<file path="src/hw/rtl/box_nearest_point_query_core_defines.svh">
// Assertion macros for the box nearest-point query core.
// Used by box_nearest_point_query_core.sv; expects i_clk and i_rst_n in scope.
`ifndef BOX_NEAREST_POINT_QUERY_CORE_DEFINES_SVH
`define BOX_NEAREST_POINT_QUERY_CORE_DEFINES_SVH

// Antecedent implies consequent in the same cycle
`define BNPQ_ASSERT_IMP(label, ante, cons, msg) \
    label: assert property (@(posedge i_clk) disable iff (!i_rst_n) (ante) |-> (cons)) \
        else $error(msg);

// Antecedent implies consequent in the next cycle
`define BNPQ_ASSERT_NXT(label, ante, cons, msg) \
    label: assert property (@(posedge i_clk) disable iff (!i_rst_n) (ante) |=> (cons)) \
        else $error(msg);

`endif

</file>
<file path="src/hw/rtl/bnpq_pkg.sv">
// Shared types and constants for the box nearest-point query core.
// No dependencies; imported by every module of the block.
package bnpq_pkg;

    // Default coordinate width (Q16.16)
    localparam int CW_DEFAULT = 32;

    // Configuration register indexes
    localparam int CFG_IDX_W = 3;
    typedef enum logic [CFG_IDX_W-1:0] {
        REG_MIN_X = 3'd0,
        REG_MIN_Y = 3'd1,
        REG_MIN_Z = 3'd2,
        REG_MAX_X = 3'd3,
        REG_MAX_Y = 3'd4,
        REG_MAX_Z = 3'd5
    } t_cfg_reg;

    // Per-stage load enables handed from the pipeline control
    typedef struct packed {
        logic adv1;
        logic adv2;
        logic adv3;
    } t_stage_ctl;

endpackage

</file>
<file path="src/hw/rtl/bnpq_axis.sv">
// One coordinate axis: midpoint test, bound tests, corner, clamp and distance.
// Two register stages; depends on bnpq_pkg.
module bnpq_axis
    import bnpq_pkg::*;
#(
    parameter int CW = CW_DEFAULT
) (
    input  logic                 i_clk,
    input  t_stage_ctl           i_ctl,
    input  logic signed [CW-1:0] i_p,
    input  logic signed [CW-1:0] i_lo,
    input  logic signed [CW-1:0] i_hi,
    output logic signed [CW-1:0] o_corner,
    output logic        [CW-1:0] o_dist,
    output logic signed [CW-1:0] o_surf,
    output logic                 o_outside
);

    // Stage 1: 2p > lo + hi in widened arithmetic, bound tests
    logic signed [CW+1:0] w_p2;
    logic signed [CW+1:0] w_sum;
    logic signed [CW-1:0] r_p;
    logic                 r_up;
    logic                 r_below;
    logic                 r_above;

    assign w_p2  = {i_p[CW-1], i_p, 1'b0};
    assign w_sum = {{2{i_lo[CW-1]}}, i_lo} + {{2{i_hi[CW-1]}}, i_hi};

    always_ff @(posedge i_clk) begin
        if (i_ctl.adv1) begin
            r_p     <= i_p;
            r_up    <= (w_p2 > w_sum);
            r_below <= (i_p < i_lo);
            r_above <= (i_hi < i_p);
        end
    end

    // Stage 2: corner pick, exact distance to it, clamp
    logic signed [CW-1:0] w_corner;
    logic signed [CW:0]   w_diff;
    logic signed [CW:0]   w_mag;

    assign w_corner = r_up ? i_hi : i_lo;
    assign w_diff   = {r_p[CW-1], r_p} - {w_corner[CW-1], w_corner};
    assign w_mag    = w_diff[CW] ? -w_diff : w_diff;

    always_ff @(posedge i_clk) begin
        if (i_ctl.adv2) begin
            o_corner  <= w_corner;
            o_dist    <= w_mag[CW-1:0];
            o_outside <= r_below | r_above;
            if (r_below) begin
                o_surf <= i_lo;
            end else if (r_above) begin
                o_surf <= i_hi;
            end else begin
                o_surf <= r_p;
            end
        end
    end

endmodule

</file>
<file path="src/hw/rtl/bnpq_face.sv">
// Final stage: inside flag and nearest-face projection for inside points.
// One register stage feeding the output; depends on bnpq_pkg.
module bnpq_face
    import bnpq_pkg::*;
#(
    parameter int CW = CW_DEFAULT
) (
    input  logic                 i_clk,
    input  t_stage_ctl           i_ctl,
    input  logic signed [CW-1:0] i_corner [3],
    input  logic        [CW-1:0] i_dist   [3],
    input  logic signed [CW-1:0] i_surf   [3],
    input  logic        [2:0]    i_outside,
    output logic signed [CW-1:0] o_surf   [3],
    output logic signed [CW-1:0] o_corner [3],
    output logic                 o_inside
);

    // Face choice; ties go toward the later axis
    logic       w_inside;
    logic       w_x_lt_y;
    logic       w_x_lt_z;
    logic       w_y_lt_z;
    logic [2:0] w_sel;

    assign w_inside = ~|i_outside;
    assign w_x_lt_y = i_dist[0] < i_dist[1];
    assign w_x_lt_z = i_dist[0] < i_dist[2];
    assign w_y_lt_z = i_dist[1] < i_dist[2];

    always_comb begin
        w_sel = 3'b000;
        if (w_x_lt_y) begin
            if (w_x_lt_z) begin
                w_sel[0] = 1'b1;
            end else begin
                w_sel[2] = 1'b1;
            end
        end else begin
            if (w_y_lt_z) begin
                w_sel[1] = 1'b1;
            end else begin
                w_sel[2] = 1'b1;
            end
        end
    end

    // Output register
    always_ff @(posedge i_clk) begin
        if (i_ctl.adv3) begin
            o_inside <= w_inside;
            for (int k = 0; k < 3; k++) begin
                o_corner[k] <= i_corner[k];
                o_surf[k]   <= (w_inside && w_sel[k]) ? i_corner[k] : i_surf[k];
            end
        end
    end

endmodule

</file>
<file path="src/hw/rtl/box_nearest_point_query_core.sv">
// Top level of the box nearest-point query core: config registers, pipeline control.
// Depends on bnpq_pkg, bnpq_axis, bnpq_face and the defines header.
//
//  channel   | handshake           | payload
//  ----------+---------------------+--------------------------------------------
//  sample in | i_valid / o_ready   | i_sample_x, i_sample_y, i_sample_z
//  result    | o_valid / i_ready   | o_surface_*, o_corner_*, o_is_inside
//  config    | i_cfg_we            | i_cfg_idx, i_cfg_data
//
// One sample per cycle sustained while the output is not stalled; the path is registered in
// two axis stages and the face/output register. Each stage loads when it is empty or the stage
// after it moves, so a stall at the output backs up stage by stage without loss.
// Synchronous active-low reset clears the valid bits and the box registers.
`include "box_nearest_point_query_core_defines.svh"
module box_nearest_point_query_core
    import bnpq_pkg::*;
#(
    parameter int COORD_WIDTH = CW_DEFAULT
) (
    input  logic                          i_clk,
    input  logic                          i_rst_n,
    input  logic                          i_cfg_we,
    input  logic [CFG_IDX_W-1:0]          i_cfg_idx,
    input  logic [COORD_WIDTH-1:0]        i_cfg_data,
    input  logic                          i_valid,
    output logic                          o_ready,
    input  logic signed [COORD_WIDTH-1:0] i_sample_x,
    input  logic signed [COORD_WIDTH-1:0] i_sample_y,
    input  logic signed [COORD_WIDTH-1:0] i_sample_z,
    output logic                          o_valid,
    input  logic                          i_ready,
    output logic signed [COORD_WIDTH-1:0] o_surface_x,
    output logic signed [COORD_WIDTH-1:0] o_surface_y,
    output logic signed [COORD_WIDTH-1:0] o_surface_z,
    output logic signed [COORD_WIDTH-1:0] o_corner_x,
    output logic signed [COORD_WIDTH-1:0] o_corner_y,
    output logic signed [COORD_WIDTH-1:0] o_corner_z,
    output logic                          o_is_inside
);

    localparam int CW = COORD_WIDTH;

    // Box registers
    logic signed [CW-1:0] r_box_min [3];
    logic signed [CW-1:0] r_box_max [3];

    always_ff @(posedge i_clk) begin
        if (!i_rst_n) begin
            for (int k = 0; k < 3; k++) begin
                r_box_min[k] <= '0;
                r_box_max[k] <= '0;
            end
        end else if (i_cfg_we) begin
            unique case (i_cfg_idx)
                REG_MIN_X: r_box_min[0] <= i_cfg_data;
                REG_MIN_Y: r_box_min[1] <= i_cfg_data;
                REG_MIN_Z: r_box_min[2] <= i_cfg_data;
                REG_MAX_X: r_box_max[0] <= i_cfg_data;
                REG_MAX_Y: r_box_max[1] <= i_cfg_data;
                REG_MAX_Z: r_box_max[2] <= i_cfg_data;
                default: ;
            endcase
        end
    end

    // Pipeline valid bits and per-stage advance
    logic       r_v1, r_v2, r_v3;
    logic       n_v1, n_v2, n_v3;
    logic       w_rdy1, w_rdy2, w_rdy3;
    t_stage_ctl w_ctl;

    assign w_rdy3    = !r_v3 || i_ready;
    assign w_rdy2    = !r_v2 || w_rdy3;
    assign w_rdy1    = !r_v1 || w_rdy2;
    assign w_ctl     = '{adv1: w_rdy1, adv2: w_rdy2, adv3: w_rdy3};
    assign o_ready   = w_rdy1;
    assign o_valid   = r_v3;

    assign n_v1 = w_rdy1 ? i_valid : r_v1;
    assign n_v2 = w_rdy2 ? r_v1    : r_v2;
    assign n_v3 = w_rdy3 ? r_v2    : r_v3;

    always_ff @(posedge i_clk) begin
        if (!i_rst_n) begin
            r_v1 <= 1'b0;
            r_v2 <= 1'b0;
            r_v3 <= 1'b0;
        end else begin
            r_v1 <= n_v1;
            r_v2 <= n_v2;
            r_v3 <= n_v3;
        end
    end

    // Per-axis datapath
    logic signed [CW-1:0] w_p       [3];
    logic signed [CW-1:0] w_corner  [3];
    logic        [CW-1:0] w_dist    [3];
    logic signed [CW-1:0] w_surf    [3];
    logic        [2:0]    w_outside;
    logic signed [CW-1:0] w_out_surf   [3];
    logic signed [CW-1:0] w_out_corner [3];

    assign w_p[0] = i_sample_x;
    assign w_p[1] = i_sample_y;
    assign w_p[2] = i_sample_z;

    for (genvar g = 0; g < 3; g++) begin : g_axis
        bnpq_axis #(.CW(CW)) u_axis (
            .i_clk     (i_clk),
            .i_ctl     (w_ctl),
            .i_p       (w_p[g]),
            .i_lo      (r_box_min[g]),
            .i_hi      (r_box_max[g]),
            .o_corner  (w_corner[g]),
            .o_dist    (w_dist[g]),
            .o_surf    (w_surf[g]),
            .o_outside (w_outside[g])
        );
    end

    // Face selection and output register
    bnpq_face #(.CW(CW)) u_face (
        .i_clk     (i_clk),
        .i_ctl     (w_ctl),
        .i_corner  (w_corner),
        .i_dist    (w_dist),
        .i_surf    (w_surf),
        .i_outside (w_outside),
        .o_surf    (w_out_surf),
        .o_corner  (w_out_corner),
        .o_inside  (o_is_inside)
    );

    assign o_surface_x = w_out_surf[0];
    assign o_surface_y = w_out_surf[1];
    assign o_surface_z = w_out_surf[2];
    assign o_corner_x  = w_out_corner[0];
    assign o_corner_y  = w_out_corner[1];
    assign o_corner_z  = w_out_corner[2];

    // Checks
    `BNPQ_ASSERT_NXT(a_mid_hold, r_v2 && !w_rdy3, r_v2, "stage 2 item dropped under stall")
    `BNPQ_ASSERT_NXT(a_s1_hold, r_v1 && !w_rdy2, r_v1, "stage 1 item dropped under stall")
    `BNPQ_ASSERT_IMP(a_corner_x, o_valid, o_corner_x == r_box_min[0] || o_corner_x == r_box_max[0], "corner x is not a box bound")
    `BNPQ_ASSERT_IMP(a_inside_surf, o_valid && o_is_inside, (o_surface_x >= r_box_min[0]) && (o_surface_x <= r_box_max[0]) && (o_surface_y >= r_box_min[1]) && (o_surface_y <= r_box_max[1]) && (o_surface_z >= r_box_min[2]) && (o_surface_z <= r_box_max[2]), "inside result left the box")

endmodule

</file>
<file path="config.mk">
export PLATFORM = sky130hd
export DESIGN_NAME = box_nearest_point_query_core
export DESIGN_NICKNAME = d
export VERILOG_FILES = /design/src/hw/rtl/bnpq_pkg.sv /design/src/hw/rtl/bnpq_axis.sv /design/src/hw/rtl/bnpq_face.sv /design/src/hw/rtl/box_nearest_point_query_core.sv
export VERILOG_INCLUDE_DIRS = /design/src /design/src/hw/rtl
export SDC_FILE = /design/constraint.sdc
export NUM_CORES = 2
export LEC_CHECK = 0
export BUFFER_PORTS_ARGS = -buffer_cell sky130_fd_sc_hd__buf_2
export CORE_MARGIN = 1
export CORE_UTILIZATION = 45
export DETAILED_ROUTE_END_ITERATION = 8
export MAX_ROUTING_LAYER = met4
export PLACE_DENSITY = 0.63
export SLEW_MARGIN = 25
export SYNTH_ARGS = -nofsm -noshare
export SYNTH_HDL_FRONTEND = slang
export SYNTH_SLANG_ARGS = --single-unit
</file>
<file path="constraint.sdc">
create_clock -name i_clk -period 7.8 [get_ports i_clk]
set_clock_uncertainty 0.2 [all_clocks]
set_input_delay 0.78 -clock i_clk [delete_from_list [all_inputs] [get_ports i_clk]]
set_output_delay 0.78 -clock i_clk [all_outputs]
set_load 0.005 [all_outputs]
</file>
# After elaboration in Yosys (flattened, before gate mapping)
# Memory sizes are Yosys's and may differ from the RTL's.
# Index checks and enable logic that the tools add are counted.
# word_totals
ff_bits,592
ram_bits,192
in_bits,136
out_inout_bits,195
wordCells,136
n_memories,2
# classes
add_sub_neg,9
magnitude_cmp,12
eq_ne,5
mux,53
n_bitwise,9
n_reduce_logical,12
# mem_list
memory,depth,word_bits,rd,rd_clocked_by_memory_dff,wr,line_no,source
r_box_max,3,32,3,0,3,box_nearest_point_query_core.sv:45,logic signed [CW-1:0] r_box_max [3];
r_box_min,3,32,3,0,3,box_nearest_point_query_core.sv:44,logic signed [CW-1:0] r_box_min [3];
# ops
operator,count
$mux W32,21
$lt A32 B32 Y1,9
$add A32 B32 Y33,3
$gt A33 B33 Y1,3
$sub A32 B32 Y33,3
$neg A32 Y32,3
$mux W1,32
$or A1 B1 Y1,9
$eq A3 B2 Y1 const B,2
$eq A3 B3 Y1 const B,2
$logic_not A1 Y1,4
$eq A3 B1 Y1 const B,1
$logic_and A1 B1 Y1,3
$logic_not A3 Y1,1
$logic_or A1 B1 Y1,3
$reduce_or A3 Y1,1

# Logic depth before layout (Yosys ltp)
# depth
word_depth,6
ltp_mapped,27
mapped_depth_nobuf,27

# Hierarchy
# Synthesis repeated with hierarchy kept, for this count alone.
# hier_totals
cells_unflattened,4612
hier_area_um2,50769.9
# modules_own_cells
mod,instances,cells_per_inst,area_each_um2,seq_area_each_um2
bnpq_axis (g_axis[1].u_axis ...),2,1222,11518.5,3963.8
bnpq_axis (g_axis[0].u_axis),1,1221,11563.6,3963.8
bnpq_face,1,605,9260.1,5795.6
box_nearest_point_query_core,1,342,6909.1,5825.6

# Least setup slack after synthesis
# Ideal clock, no wire load.
# synth_path
kind,input to register
startpoint,in i_ready
endpoint,"reg g_axis[0].u_axis.o_corner[0], enable pin"
setup_ps,2193
t_arrival_ps,5764
t_required_ps,5407
setup_slack_ps,-357
cell_stages,2
path_buffers,0
cell_sequence,nor2b_1 -> nand2_1
# synth_via
elab_chain_len,2
# synth_lines
element,line_no,source
start: declaration,box_nearest_point_query_core.sv:31,"input logic i_ready,"
$logic_or A1 B1 Y1,box_nearest_point_query_core.sv:72,assign w_rdy3 = !r_v3 || i_ready;
$logic_or A1 B1 Y1,box_nearest_point_query_core.sv:73,assign w_rdy2 = !r_v2 || w_rdy3;
named net w_rdy2,box_nearest_point_query_core.sv:69,"logic w_rdy1, w_rdy2, w_rdy3;"
end signal: assignment,bnpq_axis.sv:50,o_corner <= w_corner;
end: declaration,bnpq_axis.sv:13,"output logic signed [CW-1:0] o_corner,"
# The timed path passes the listed nets, and every way through them passes these cells.
# A chain may end at the register's enable or synchronous reset.

==> results by stage <==
Detailed routing:
- The via total after detailed routing is 35864.
- After the first detailed-routing iteration, the DRC count stood at 3415.
- The vias per cell is 5.696.
- The routed design has 151.0 mm of wire.
- The routed length per placed instance is 23.99 um.
- The number of remaining DRC errors is 0.
- Once detail routing completed, the nets flagged for antenna violations numbered 0.
- The first detailed-routing pass took 6 iterations.

Global route:
- The initial antenna violation count was 26.
- The via count of the first global-routing pass was 34087.
- The pin count of the biggest net entering global routing is 169.
- Global routing consumed, over all layers together, 27.83% of the routing resources.
- The first global-routing pass estimated 222.2 mm of wire.
- The total overflow left after global routing is 0.

Synth:
- The synthesized netlist occupies a cell area of 0.04926 mm^2.
- The mean cell area of the mapped netlist is 11.08 um^2.
- Counting flops with an async set or reset pin after synthesis yields a share of 0%.
- For this run, the number of Yosys warnings is 0.
- The number of nets in the synthesized netlist is 5158.
- The synthesized design contains 784 register bits.
- For this run, the leading register cell type out of synthesis is edfxtp_1.
- Summing the sequential cell areas from Yosys gives 47.73% of the chip area.
- The synthesized netlist cell count is 4446.
- The count of flip-flops with a built-in enable after synthesis is 781.
- The post-synthesis cell type count is 86.

Floorplanning:
- The floorplan has 121 rows.
- Once the floorplan was initialized, standard cells occupied 45.32% of the core.
- Pin placement for this block handled 331 I/O pins.
- From left edge to right edge, the die measures 332.9 um.
- The core area is 0.1087 mm^2.
- The die outline area is 0.1108 mm^2.
- The height of the chip is 332.9 um.

Place:
- The post-detailed-placement half-perimeter wirelength is 117.8 mm.
- In this run the tool buffered the top-level ports with 330 buffer cells.
- At the end of routability-driven placement, the weighted congestion stood at 0.9583.

Clock tree:
- The TritonCTS clock tree is yes.
- The tree is rooted in a clkbuf_16.
- The number of buffers inserted for hold repair after clock tree synthesis is 0.
- In this run the number of H-tree levels came out at 3.
- The clock reaches the later pin of the worst-skew pair after 0.69 ns.
- The clock slew at the register clock pins of the worst setup and hold paths is 0.06 ns.
- The number of buffers inserted by post-CTS setup repair is 0.
- The clock passes through at most 3 buffers.
- The total clock buffers created by CTS is 88.
- The post-cts sizing count is 0.
- The clock net in this run drives a total of 784 sinks.

Timing:
- The final count of negative-setup-slack endpoints is 0.
- The slew at the pin closest to its max-slew limit is 1.048 ns.
- The count of final hold-check violations was 0.
- The final-layout setup total negative slack is 0 ns.
- For this run, the top clock speed supported by timing is 171.4 MHz.
- Setup repair after global routing left no endpoint under its margin.
- The final-report max-slew violation count was 0.
- The remaining max-slew budget at the tightest pin is 30.11%.
- The worst path needs 5.833 ns of the cycle, external delays included.
- After layout, the worst path uses 74.79% of the clock period.

Setup path:
- The endpoint arrival time on the critical path is 5.99 ns.
- The largest fanout on the critical path is 5.
- The setup path with the least slack is of type register to register.
- The required time at the worst-slack endpoint is 7.96 ns.
- The worst setup path is captured at a register.
- STA classifies the critical path startpoint as a register.

Cells and area:
- After the last flow step, the layout net total stands at 5505.
- Summing all multi-input logic gate instances after layout gives 0.02388 mm^2.
- Across the whole layout, storage elements account for 0.02351 mm^2.
- The library cell used most frequently in the layout, excluding fill and tap cells, is edfxtp_1.
- In the layout the commonest cells are 781 x edfxtp_1, 570 x ha_1, 412 x inv_1, 353 x nand2_1, 330 x buf_2.
- The area growth from synthesis to layout is 12.88%.
- Counting the fill cells in the layout gives 9781.
- The proportion of layout cells with a drive suffix above 1 is 13.06%.

Pwr:
- The analysis attributes to cell leakage a power of 0.02449 uW.
- The total power divided by cell area is 321.3 mW/mm^2.
- Summing internal, switching and leakage power gives 17860 uW.
- The worst vdd rail ir drop is 0.0001787 V.

Worst hold path:
- In this run the worst hold path is classified as input port to register.

Status:
- The flow ran to the end, and the final reports show no timing, DRC or antenna violations.

Flow run:
- The max-capacitance violation count is 0.
sequential cells by signal, summed over array words and instances, names as in the netlist, 96 cells and up:
signal / count
g_axis.u_axis.o_corner: 96
g_axis.u_axis.o_dist: 96
g_axis.u_axis.o_surf: 96
g_axis.u_axis.r_p: 96
r_box_max: 96
r_box_min: 96
u_face.o_corner: 96
u_face.o_surf: 96
critical path, stage by stage, from the launching register on:
cell,delay [ns]
edfxtp_1,0.48
ha_1,0.33
a21o_1,0.10
a21oi_1,0.09
o21bai_1,0.18
a21oi_1,0.16
nor4b_1,0.64
nor2_1,0.17
o21bai_1,0.19
a21oi_1,0.12
o21ai_0,0.31
a21o_1,0.18
a21oi_1,0.08
xor2_1,0.16
ha_1,0.19
a21oi_1,0.14
nor2b_1,0.06
o21ai_0,0.15
nand2b_1,0.08
a21oi_1,0.14
nor2_1,0.05
a211oi_1,0.19
o21ai_0,0.15
a221o_1,0.37
a211o_1,0.28
o21ai_0,0.08
mux2i_1,0.23
Yosys cell counts (10+ instances only):
library cell | count | area (um^2)
a211o_1 | 12 | 105.1
a211oi_1 | 26 | 195.2
a21o_1 | 200 | 1501
a21oi_1 | 270 | 1351
a31oi_1 | 24 | 150.1
and2_1 | 81 | 506.7
and3_1 | 19 | 118.9
and4_1 | 10 | 87.58
clkbuf_1 | 89 | 334.1
edfxtp_1 | 781 | 23450
ha_1 | 570 | 7132
inv_1 | 413 | 1550
mux2_2 | 98 | 1104
mux2i_1 | 104 | 1041
nand2_1 | 355 | 1333
nand2b_1 | 78 | 488.0
nand3_1 | 57 | 285.3
nand4_1 | 74 | 462.9
nor2_1 | 145 | 544.3
nor2b_1 | 60 | 375.4
nor3_1 | 37 | 185.2
nor4_1 | 16 | 100.1
o211ai_1 | 24 | 180.2
o21a_1 | 129 | 968.4
o21ai_0 | 269 | 1346
o21bai_1 | 23 | 172.7
o31ai_1 | 27 | 202.7
o41ai_1 | 10 | 87.58
or2_2 | 12 | 75.07
or3_1 | 27 | 168.9
or4_1 | 10 | 75.07
xnor2_1 | 164 | 1436
xor2_1 | 83 | 727.0
per-stage QoR:
step | area [um^2] | utilization [%] | cells | setup WS [ns] | hold WS (ns)
5_1_grt | 55580 | 51.13 | 6287 | 1.537 | 0.1299
6_report | 55600 | 51.15 | 6296 | 1.967 | 0.1444
2_1_floorplan | 49260 | - | 4446 | 2.458 | 0.2187
4_1_cts | 55530 | 51.08 | 6275 | 2.075 | 0.1078
3_5_place_dp | 52600 | 48.39 | 6116 | 2.111 | 0.2315
3_3_place_gp | 52590 | 48.38 | 6116 | 2.123 | 0.2273
metal layers:
layer,global-route usage [%],vias to the layer above,share of wire (%)
met1,38.82,17291,45
met4,9.530,0,3.6
li1,-,17123,-
met2,41.89,1253,44
met3,3.317,197,6.9
met5,-,-,0
power by group:
| group | internal, uW | switching, uW |
|---|---|---|
| clock network | 2480 | 1800 |
| logic | 2890 | 4070 |
| registers | 6000 | 633 |
worst paths after layout:
check | to | depth (start not counted) | slack, ns | startpoint
worst min register to register | u_face.o_corner[40]$_DFFE_PP_ | 0 | 0.24 | g_axis[1].u_axis.o_corner[8]$_DFFE_PP_
worst max-delay path | g_axis[0].u_axis.r_up$_DFFE_PP_ | 26 | 1.97 | r_box_max[0][1]$_DFFE_PP_
worst max register to register | g_axis[0].u_axis.r_up$_DFFE_PP_ | 26 | 1.97 | r_box_max[0][1]$_DFFE_PP_
worst min-delay path | g_axis[2].u_axis.r_p[0]$_DFFE_PP_ | 1 | 0.14 | i_sample_z[0]
cells by family after synthesis:
logic type      count (synthesis)  synth area share, %
xor+xnor                      248                4.448
fa+ha+maj                     576                14.72
flops                         784                47.73
simple gates                 1007                10.20
buf+inv                       515                3.935
compound gates               1113                14.59
mux                           203                4.377
layout make-up:
cell class	count	area share [%]
multi-input cells	3147	42.95
flip-flops and latches	784	42.29
clock buffers	108	4.208
repair buffers	359	3.420
well taps	1414	3.182
inverters	413	2.801
clock inverters	51	1.060
diodes	20	0.09001
No activity file was read; power rests on OpenSTA's default activity.
